**src/rtl/wrhp_pkg.sv**
```systemverilog
// ----------------------------------------------------------------------------
// wrhp_pkg
// Shared types and constants for the WAV RIFF header parser.
// ----------------------------------------------------------------------------
package wrhp_pkg;

	// default width of the saturating byte position counter
	localparam int OFFSET_BITS_DEF = 32;

	// chunk and header tags, first byte in the top octet
	localparam logic [31:0] TAG_RIFF = 32'h5249_4646;
	localparam logic [31:0] TAG_WAVE = 32'h5741_5645;
	localparam logic [31:0] TAG_FMT  = 32'h666D_7420;
	localparam logic [31:0] TAG_DATA = 32'h6461_7461;

	localparam int MIN_FILE  = 44;
	localparam int MIN_FMT   = 16;
	localparam int FMT_BYTES = 18;

	// status codes of the result item
	localparam logic [2:0] ST_OK        = 3'd0;
	localparam logic [2:0] ST_BAD_HDR   = 3'd1;
	localparam logic [2:0] ST_OVERRUN   = 3'd2;
	localparam logic [2:0] ST_FMT_SMALL = 3'd3;
	localparam logic [2:0] ST_MISSING   = 3'd4;
	localparam logic [2:0] ST_NOT_PCM   = 3'd5;
	localparam logic [2:0] ST_NOT_8BIT  = 3'd6;

	// one byte of the file
	typedef struct packed {
		logic [7:0] file_byte;
		logic       end_of_file;
	} in_item_t;

	// one status report per file
	typedef struct packed {
		logic [2:0]  status;
		logic [15:0] format_tag;
		logic [15:0] channel_count;
		logic [31:0] sample_rate;
		logic [31:0] byte_rate;
		logic [15:0] block_align;
		logic [15:0] sample_bits;
		logic [15:0] extra_size;
		logic [31:0] data_offset;
		logic [31:0] data_size;
	} out_item_t;

endpackage

```
**src/rtl/wrhp_if.sv**
```systemverilog
// ----------------------------------------------------------------------------
// wrhp_if
// Valid/ready channels of the WAV RIFF header parser: byte in, report out.
// ----------------------------------------------------------------------------
interface wrhp_in_if;
	logic               valid;
	logic               ready;
	wrhp_pkg::in_item_t item;

	modport source (output valid, output item, input ready);
	modport sink   (input valid, input item, output ready);
endinterface

interface wrhp_out_if;
	logic                valid;
	logic                ready;
	wrhp_pkg::out_item_t item;

	modport source (output valid, output item, input ready);
	modport sink   (input valid, input item, output ready);
endinterface

```
**src/rtl/wav_riff_header_parser_unit.sv**
```systemverilog
// ----------------------------------------------------------------------------
// wav_riff_header_parser_unit
// Parses a WAV file byte stream and reports status and fmt/data fields.
// ----------------------------------------------------------------------------
//  channel  | role | item          | accepted when
//  ---------+------+---------------+---------------------------
//  bytes    | sink | file byte+eof | bytes.valid & bytes.ready
//  result   | src  | status report | result.valid & result.ready
//
//  One byte per cycle unless stalled as below: input register, one pass of
//  parse logic, state update. The report of a final byte is registered.
//  A report waits in the result register; bytes keep flowing behind it and
//  only a second end of file stalls until the report is taken.
//  arst_n clears all parse state; after each report the state returns to reset.
// ----------------------------------------------------------------------------
module wav_riff_header_parser_unit #(
	parameter int OFFSET_BITS = wrhp_pkg::OFFSET_BITS_DEF
) (
	input  logic               clk,
	input  logic               arst_n,
	wrhp_in_if.sink            bytes,
	wrhp_out_if.source         result
);

	// parse phases
	localparam logic [2:0] PH_HEADER    = 3'd0;
	localparam logic [2:0] PH_CHUNK_HDR = 3'd1;
	localparam logic [2:0] PH_BODY      = 3'd2;
	localparam logic [2:0] PH_SMALL_FMT = 3'd3;
	localparam logic [2:0] PH_DONE      = 3'd4;

	localparam logic [OFFSET_BITS-1:0] POS_MAX = {OFFSET_BITS{1'b1}};
	localparam int NFMT = wrhp_pkg::FMT_BYTES;

	// input register
	logic       vld_s1;
	logic [7:0] byte_s1;
	logic       eof_s1;
	logic       adv;

	// parse state
	logic [OFFSET_BITS-1:0] pos_q, pos_d, pos_inc;
	logic [2:0]             phase_q, phase_d;
	logic [31:0]            tag_q, tag_d;
	logic [31:0]            clen_q, clen_d;
	logic [32:0]            left_q, left_d;
	logic                   in_fmt_q, in_fmt_d;
	logic [7:0]             fmt_q [NFMT];
	logic [7:0]             fmt_d [NFMT];
	logic [OFFSET_BITS-1:0] doff_q, doff_d;
	logic [31:0]            dsize_q, dsize_d;
	logic [1:0]             found_q, found_d;
	logic [2:0]             err_q, err_d;

	// result register
	logic                out_vld_q;
	wrhp_pkg::out_item_t out_item_q;
	wrhp_pkg::out_item_t res_d;

	logic        end_req;
	logic [2:0]  k;
	logic [32:0] idx;
	logic [2:0]  st;

	// advance when the byte causes no report or the result slot frees up
	assign adv          = vld_s1 && (!eof_s1 || !out_vld_q || result.ready);
	assign bytes.ready  = !vld_s1 || adv;
	assign result.valid = out_vld_q;
	assign result.item  = out_item_q;

	always_ff @(posedge clk or negedge arst_n) begin
		if (!arst_n) begin
			vld_s1 <= 1'b0;
		end else if (bytes.ready) begin
			vld_s1 <= bytes.valid;
		end
	end

	always_ff @(posedge clk) begin
		if (bytes.ready && bytes.valid) begin
			byte_s1 <= bytes.item.file_byte;
			eof_s1  <= bytes.item.end_of_file;
		end
	end

	// next state and report for the byte in the input register
	always_comb begin
		pos_inc  = (pos_q == POS_MAX) ? pos_q : pos_q + 1'b1;
		pos_d    = pos_q;
		phase_d  = phase_q;
		tag_d    = tag_q;
		clen_d   = clen_q;
		left_d   = left_q;
		in_fmt_d = in_fmt_q;
		fmt_d    = fmt_q;
		doff_d   = doff_q;
		dsize_d  = dsize_q;
		found_d  = found_q;
		err_d    = err_q;
		end_req  = 1'b0;
		k        = left_q[2:0];
		idx      = '0;
		st       = wrhp_pkg::ST_OK;
		res_d    = '0;

		if (adv) begin
			pos_d = pos_inc;
			if (err_q == wrhp_pkg::ST_OK) begin
				case (phase_q)
					PH_HEADER: begin
						tag_d = {tag_q[23:0], byte_s1};
						if (pos_q == OFFSET_BITS'(3) && tag_d != wrhp_pkg::TAG_RIFF) begin
							err_d   = wrhp_pkg::ST_BAD_HDR;
							phase_d = PH_DONE;
						end else if (pos_q >= OFFSET_BITS'(11)) begin
							if (tag_d != wrhp_pkg::TAG_WAVE) begin
								err_d   = wrhp_pkg::ST_BAD_HDR;
								phase_d = PH_DONE;
							end else begin
								phase_d = PH_CHUNK_HDR;
								left_d  = '0;
							end
						end
					end
					PH_CHUNK_HDR: begin
						// tag in bytes 0..3, little-endian size in bytes 4..7
						case (k)
							3'd4: clen_d = {24'd0, byte_s1};
							3'd5: clen_d[15:8] = byte_s1;
							3'd6: clen_d[23:16] = byte_s1;
							3'd7: clen_d[31:24] = byte_s1;
							default: tag_d = {tag_q[23:0], byte_s1};
						endcase
						left_d = 33'(k) + 33'd1;
						if (k == 3'd7) begin
							left_d   = {1'b0, clen_d} + 33'(clen_d[0]);
							in_fmt_d = 1'b0;
							phase_d  = PH_BODY;
							if (tag_q == wrhp_pkg::TAG_FMT) begin
								if (clen_d < 32'(wrhp_pkg::MIN_FMT)) begin
									phase_d = PH_SMALL_FMT;
								end else begin
									in_fmt_d = 1'b1;
									for (int i = 0; i < NFMT; i++) fmt_d[i] = '0;
									found_d[0] = 1'b1;
								end
							end else if (tag_q == wrhp_pkg::TAG_DATA) begin
								doff_d     = pos_inc;
								dsize_d    = clen_d;
								found_d[1] = 1'b1;
							end
							end_req = (clen_d == 32'd0);
						end
					end
					PH_BODY, PH_SMALL_FMT: begin
						if (left_q == 33'd0) begin
							end_req = 1'b1;
						end else begin
							idx = ({1'b0, clen_q} + 33'(clen_q[0])) - left_q;
							if (in_fmt_q && idx < 33'(NFMT) &&
							    (idx < 33'(wrhp_pkg::MIN_FMT) ||
							     clen_q > 32'(wrhp_pkg::MIN_FMT))) begin
								fmt_d[idx[4:0]] = byte_s1;
							end
							left_d  = left_q - 33'd1;
							end_req = (left_d == 33'd0);
						end
					end
					default: begin
					end
				endcase

				// end of chunk body and padding
				if (end_req) begin
					if (phase_d == PH_SMALL_FMT) begin
						err_d   = wrhp_pkg::ST_FMT_SMALL;
						phase_d = PH_DONE;
					end else begin
						phase_d  = PH_CHUNK_HDR;
						left_d   = '0;
						in_fmt_d = 1'b0;
					end
				end
			end

			// report status, in order of precedence
			if (pos_d < OFFSET_BITS'(wrhp_pkg::MIN_FILE) || err_d == wrhp_pkg::ST_BAD_HDR) begin
				st = wrhp_pkg::ST_BAD_HDR;
			end else if (err_d != wrhp_pkg::ST_OK) begin
				st = err_d;
			end else if ((phase_d == PH_BODY || phase_d == PH_SMALL_FMT) &&
			             left_d != 33'd0) begin
				st = wrhp_pkg::ST_OVERRUN;
			end else if (found_d != 2'b11) begin
				st = wrhp_pkg::ST_MISSING;
			end else if ({fmt_d[1], fmt_d[0]} != 16'd1) begin
				st = wrhp_pkg::ST_NOT_PCM;
			end else if ({fmt_d[15], fmt_d[14]} != 16'd8) begin
				st = wrhp_pkg::ST_NOT_8BIT;
			end

			res_d.status = st;
			if (st == wrhp_pkg::ST_OK || st == wrhp_pkg::ST_NOT_PCM ||
			    st == wrhp_pkg::ST_NOT_8BIT) begin
				res_d.format_tag    = {fmt_d[1], fmt_d[0]};
				res_d.channel_count = {fmt_d[3], fmt_d[2]};
				res_d.sample_rate   = {fmt_d[7], fmt_d[6], fmt_d[5], fmt_d[4]};
				res_d.byte_rate     = {fmt_d[11], fmt_d[10], fmt_d[9], fmt_d[8]};
				res_d.block_align   = {fmt_d[13], fmt_d[12]};
				res_d.sample_bits   = {fmt_d[15], fmt_d[14]};
				res_d.extra_size    = {fmt_d[17], fmt_d[16]};
				res_d.data_offset   = 32'(doff_d);
				res_d.data_size     = dsize_d;
			end

			// a new file starts after the final byte
			if (eof_s1) begin
				pos_d    = '0;
				phase_d  = PH_HEADER;
				tag_d    = '0;
				clen_d   = '0;
				left_d   = '0;
				in_fmt_d = 1'b0;
				for (int i = 0; i < NFMT; i++) fmt_d[i] = '0;
				doff_d   = '0;
				dsize_d  = '0;
				found_d  = '0;
				err_d    = wrhp_pkg::ST_OK;
			end
		end
	end

	// parse state registers
	always_ff @(posedge clk or negedge arst_n) begin
		if (!arst_n) begin
			pos_q    <= '0;
			phase_q  <= PH_HEADER;
			tag_q    <= '0;
			clen_q   <= '0;
			left_q   <= '0;
			in_fmt_q <= 1'b0;
			for (int i = 0; i < NFMT; i++) fmt_q[i] <= '0;
			doff_q   <= '0;
			dsize_q  <= '0;
			found_q  <= '0;
			err_q    <= wrhp_pkg::ST_OK;
		end else begin
			pos_q    <= pos_d;
			phase_q  <= phase_d;
			tag_q    <= tag_d;
			clen_q   <= clen_d;
			left_q   <= left_d;
			in_fmt_q <= in_fmt_d;
			fmt_q    <= fmt_d;
			doff_q   <= doff_d;
			dsize_q  <= dsize_d;
			found_q  <= found_d;
			err_q    <= err_d;
		end
	end

	// result register
	always_ff @(posedge clk or negedge arst_n) begin
		if (!arst_n) begin
			out_vld_q <= 1'b0;
		end else if (adv && eof_s1) begin
			out_vld_q <= 1'b1;
		end else if (result.ready) begin
			out_vld_q <= 1'b0;
		end
	end

	always_ff @(posedge clk) begin
		if (adv && eof_s1) begin
			out_item_q <= res_d;
		end
	end

`ifndef SYNTHESIS
	// a latched error always parks the parser
	a_err_done: assert property (@(posedge clk) disable iff (!arst_n)
		(err_q != wrhp_pkg::ST_OK) |-> (phase_q == PH_DONE))
		else $error("error latched outside done phase");

	// fmt capture only while inside a chunk body
	a_fmt_body: assert property (@(posedge clk) disable iff (!arst_n)
		in_fmt_q |-> (phase_q == PH_BODY))
		else $error("fmt capture outside a body");

	// header byte count stays within eight
	a_hdr_cnt: assert property (@(posedge clk) disable iff (!arst_n)
		(phase_q == PH_CHUNK_HDR) |-> (left_q < 33'd8))
		else $error("chunk header count out of range");

	// final byte resets the parse state
	a_eof_reset: assert property (@(posedge clk) disable iff (!arst_n)
		(adv && eof_s1) |=> (pos_q == '0 && phase_q == PH_HEADER && found_q == 2'b00))
		else $error("state not cleared after end of file");

	// a new report appears only after a final byte was taken
	a_rep_src: assert property (@(posedge clk) disable iff (!arst_n)
		$rose(out_vld_q) |-> $past(adv && eof_s1))
		else $error("report without end of file");
`endif

endmodule

```
**src/flat_wrapper.sv**
```systemverilog
// flat-port wrapper written by rule: the top's interface ports become plain ports
module wav_riff_header_parser_unit_flat 
#(
	parameter int OFFSET_BITS = wrhp_pkg::OFFSET_BITS_DEF
)
  (clk, arst_n, bytes_valid, bytes_item, bytes_ready, result_valid, result_item, result_ready);
  wrhp_in_if bytes_i ();
  wrhp_out_if result_i ();
  input  logic clk;
  input  logic arst_n;
  input wire logic [$bits(bytes_i.valid)-1:0] bytes_valid;
  input wire logic [$bits(bytes_i.item)-1:0] bytes_item;
  output wire logic [$bits(bytes_i.ready)-1:0] bytes_ready;
  output wire logic [$bits(result_i.valid)-1:0] result_valid;
  output wire logic [$bits(result_i.item)-1:0] result_item;
  input wire logic [$bits(result_i.ready)-1:0] result_ready;
  assign bytes_i.valid = bytes_valid;
  assign bytes_i.item = bytes_item;
  assign bytes_ready = bytes_i.ready;
  assign result_valid = result_i.valid;
  assign result_item = result_i.item;
  assign result_i.ready = result_ready;
  wav_riff_header_parser_unit #(.OFFSET_BITS(OFFSET_BITS)) u_core (.clk(clk), .arst_n(arst_n), .bytes(bytes_i), .result(result_i));
endmodule
```
**config.mk**
```make
export PLATFORM = sky130hd
export DESIGN_NAME = wav_riff_header_parser_unit_flat
export DESIGN_NICKNAME = d
export VERILOG_FILES = /design/src/rtl/wrhp_pkg.sv /design/src/rtl/wrhp_if.sv /design/src/rtl/wav_riff_header_parser_unit.sv /design/src/flat_wrapper.sv
export SDC_FILE = /design/constraint.sdc
export NUM_CORES = 2
export LEC_CHECK = 0
export BUFFER_PORTS_ARGS = -buffer_cell sky130_fd_sc_hd__clkbuf_2
export CAP_MARGIN = 5
export CORE_MARGIN = 5
export CORE_UTILIZATION = 50
export CTS_CLUSTER_DIAMETER = 40
export DETAILED_ROUTE_END_ITERATION = 8
export GPL_ROUTABILITY_DRIVEN = 0
export PLACE_DENSITY_LB_ADDON = 0.25
export SYNTH_ARGS = -nofsm -noshare
export SYNTH_HDL_FRONTEND = slang
export SYNTH_SLANG_ARGS = --single-unit
```
**constraint.sdc**
```tcl
create_clock -name clk -period 10.1 [get_ports clk]
set_clock_uncertainty 0.2 [all_clocks]
set_input_delay 1.515 -clock clk [delete_from_list [all_inputs] [get_ports clk]]
set_output_delay 1.515 -clock clk [all_outputs]
set_load 0.01 [all_outputs]
```
==> summary.md <==
| Metric | Value |
|---|---|
| GRT Max-Usage Layer | met2 |
| Mapped Area | 32,500 um2 |
| Sequential element share of the synthesized area | 0.472 |
| Synthesized flop and latch total | 568 |
| Max Fclk | 120 MHz |
| First-pass GRT wire length | 164,000 um |
| Grt total ovfl | 0 |
| Clk buf depth | 3 |
| Largest stage delay on the critical path | 0.80 ns |
| Sw Share | 0.274 |
| Fin Setup TNS | 0 ns |
| P_int | 4.52 mW |
| Clock latency at the later pin of the worst-skew pair | 0.64 ns |
| Max VDD drop | 134 uV |
| Largest area contributor in the synthesized netlist | dfrtp_1 |
| Port Buffer Count | 225 |
| Core box area | 64,300 um2 |
| NumNets Final | 3,681 |
| Die Ht | 265 um |
| CP Capture Type | flop |
| Global routing usage on met3 | 0.0699 |
| CP Max Fanout | 64 |
| Count of cell types in the netlist | 90 |
| Via count | 29,400 |
| Largest net degree at the start of global routing | 158 |
| Pwr Total | 6.23 mW |
| Slew HR | 0.149 |
| Drt pass-1 iters | 8 |
| Fraction of layout cells with a size suffix above 1 | 0.156 |
| Hold-fix buffers at CTS | 0 |
| Syn Area/Cell | 9.25 um2 |
| Die span in x | 265 um |
| Top-count cell post-synth | nand2_1 |
| Antenna-violating nets left | 0 |
| Reg power frac | 0.399 |
| CTS tree | built |
| WP data required | 10.24 ns |
| Setup WS pre-CTS | 1.99 ns |
| Number of fill cells | 5,510 |
| Drt total wl | 106,000 um |
| Initial antenna violation count | 0 |
| Hold Path Depth | 2 |
| Clk sinks | 568 |
| Hold Fails Final Rpt | 0 |
| CP Class | reg2reg |
| Drt wl/cell | 23.5 um |
| Commonest cells in the synthesized netlist | nand2_1 (435), dfrtp_1 (348), o21ai_0 (324) |
| Minimum clock period | 8.30 ns |
| CP cell instances | fa_1, inv_1, ha_1, a211oi_1, nor2_1, xnor2_1, o221ai_1, or4_1, nor4_1, and4_1, nand4_1, or4_1, and3_1, nand4_1, a21oi_1, a21boi_1, nor2_4, buf_12, nor4_1 |
| RSZ-0062 raised after global routing | no |
| Yosys warnings | 0 |
| FP Rows | 93 |
| Ys flop type | dfrtp_1 |
| Clk network pwr share | 0.494 |
| Pwr Density | 168 nW/um2 |
| Storage element area | 15,300 um2 |
| Post-DP HPWL | 72,300 um |
| Initial core utilization | 0.505 |
| Vias in the first global route | 27,600 |
| Worst Hold Class | reg2reg |
| Max cap viols | 0 |
| Sw Pwr | 1.71 mW |
| DRT iter0 DRCs | 4,237 |
| TritonCTS Buffers | 86 |
| Startpoint type of the worst setup path | flop |
| Yosys top cell area share | 0.268 |
| R2R cell count | 19 |
| CTS H-tree depth | 3 |
| Post-synth net total | 3,599 |
| Post-route setup slack | 1.80 ns |
| CP startpoint | u_core.left_q[1] |
| Ys async rst share | 0.613 |
| Post-CTS sizing | 0 |
| Gate Count Post-Synth | 3,510 |
| Synth area leaders | dfrtp_1 (27%), edfxtp_1 (20%), nand2_1 (5.0%) |
| Met1 usage | 0.413 |
| R2R setup slack | 1.80 ns |
| Worst R2R Start | u_core.left_q[1] |
| Period utilisation layout | 0.822 |
| M2 GR Usage | 0.432 |
| Footprint of the multi-input gates | 15,800 um2 |
| Number of synthesized flops with an enable pin | 220 |
| Placed cell areas | 34,100 um2 |
| Worst path slowest cell | nor2_4 |
| GRT Overall Usage | 0.292 |
| Root Driver | clkbuf_16 |
| Area Growth Syn to Fin | 14.1% |
| Comb pwr share | 0.106 |
| Worst Tran Pin Value | 1.27 ns |
| DR vias/cell | 6.51 |
| Worst reg2reg path endpoint | u_core.result.item[173] |
| Slew Limit Fails | 0 |
| I/O pin cnt | 226 |
| Leakage power | 14.4 nW |
| Post-CTS setup buffers | 0 |
| Die ar. | 70,200 um2 |
| Outcome | completed |
| Design Area, Final | 37,100 um2 |
| Clock slew at reported path FFs | 0.06 ns |
| Worst Path Arrival | 8.44 ns |
| # DRC | 0 |
| CP Capture Point | u_core.result.item[173] |
| Setup violators final | 0 |
==> logic make-up after synthesis <==
group,synth area share
muxes,0.00439
DFF,0.472
adders and majority gates,0.0297
and+or+nand+nor,0.214
AOI/OAI and AO/OA,0.214
buffers and inverters,0.0445
xor gates and xnor gates,0.0221
==> layer usage <==
layer  vias to the layer above  wire length (um)
met5                         -                 0
met4                         0              5070
met2                      1708             46600
met3                       319             11500
li1                      13300                 -
met1                     14100             43200
==> sequential cells by signal, summed over array words and instances, names as in the netlist, 2 cells and up <==
| register | flops |
|---|---|
| u_core.found_q | 2 |
| u_core.err_q | 3 |
| u_core.doff_q | 32 |
| u_core.fmt_q | 144 |
| u_core.left_q | 33 |
| u_core.tag_q | 32 |
| u_core.byte_s1 | 8 |
| u_core.clen_q | 32 |
| u_core.result.item | 211 |
| u_core.pos_q | 32 |
| u_core.dsize_q | 32 |
| u_core.phase_q | 3 |
==> metrics by stage <==
step                hold slack [ns]  std cells  utilization
finish                        0.278       4521        0.576
global route                  0.292       4520        0.576
CTS                           0.282       4520        0.576
detailed placement            0.267       4359        0.529
global placement              0.262       4359        0.529
floorplan                     0.247       3510            -
==> worst min-delay path by stage <==
stage                              endpoint               from  slack [ns]
after floorplan           u_core.found_q[1]  u_core.found_q[1]        0.25
after global placement     u_core.fmt_q[51]   u_core.fmt_q[51]        0.26
after detailed placement  u_core.found_q[1]  u_core.found_q[1]        0.27
after CTS                  u_core.fmt_q[73]   u_core.fmt_q[73]        0.28
after global routing       u_core.fmt_q[83]   u_core.fmt_q[83]        0.29
final                     u_core.fmt_q[100]  u_core.fmt_q[100]        0.28
==> layout make-up <==
type / instances / share of cell area
inverters: 68 / 0.00709
clock inverters: 55 / 0.0172
repair buffers: 277 / 0.0439
well taps: 855 / 0.0289
flip-flops and latches: 568 / 0.413
multi-input cells: 2591 / 0.426
clock buffers: 106 / 0.0640
diodes: 1 / 0.0000675
==> cell usage in the layout (no fill, tap or decap), drive strengths merged, types with 25 or more instances in the layout <==
cell type,instances
a211oi,87
a21oi,292
a22o,83
a22oi,52
a31oi,25
and3,34
buf,53
clkbuf,330
dfrtp,348
edfxtp,220
ha,74
inv,86
nand2,435
nand3,77
nand4,68
nor2,321
nor3,59
nor4,194
o21ai,338
o31ai,25
xnor2,49
xor2,33
==> power groups by stage <==
| stage | sequential [mW] | clock (mW) | combinational [mW] |
|---|---|---|---|
| 3_3_place_gp | 2.53 | 0 | 0.636 |
| 5_1_grt | 2.49 | 3.21 | 0.704 |
| 6_report | 2.49 | 3.08 | 0.663 |
| 2_1_floorplan | 2.54 | 0 | 0.401 |
| 3_5_place_dp | 2.53 | 0 | 0.638 |
| 4_1_cts | 2.49 | 3.11 | 0.640 |
==> critical path, delay by kind of cell (launching register included) <==
family / cells / cell delay, ns
compound gates: 4 / 1.10
xor+xnor: 1 / 0.56
fa+ha+maj: 2 / 1.00
buf+inv: 2 / 0.49
flops: 1 / 0.52
simple gates: 10 / 4.07
No activity file was read; power rests on OpenSTA's default activity.
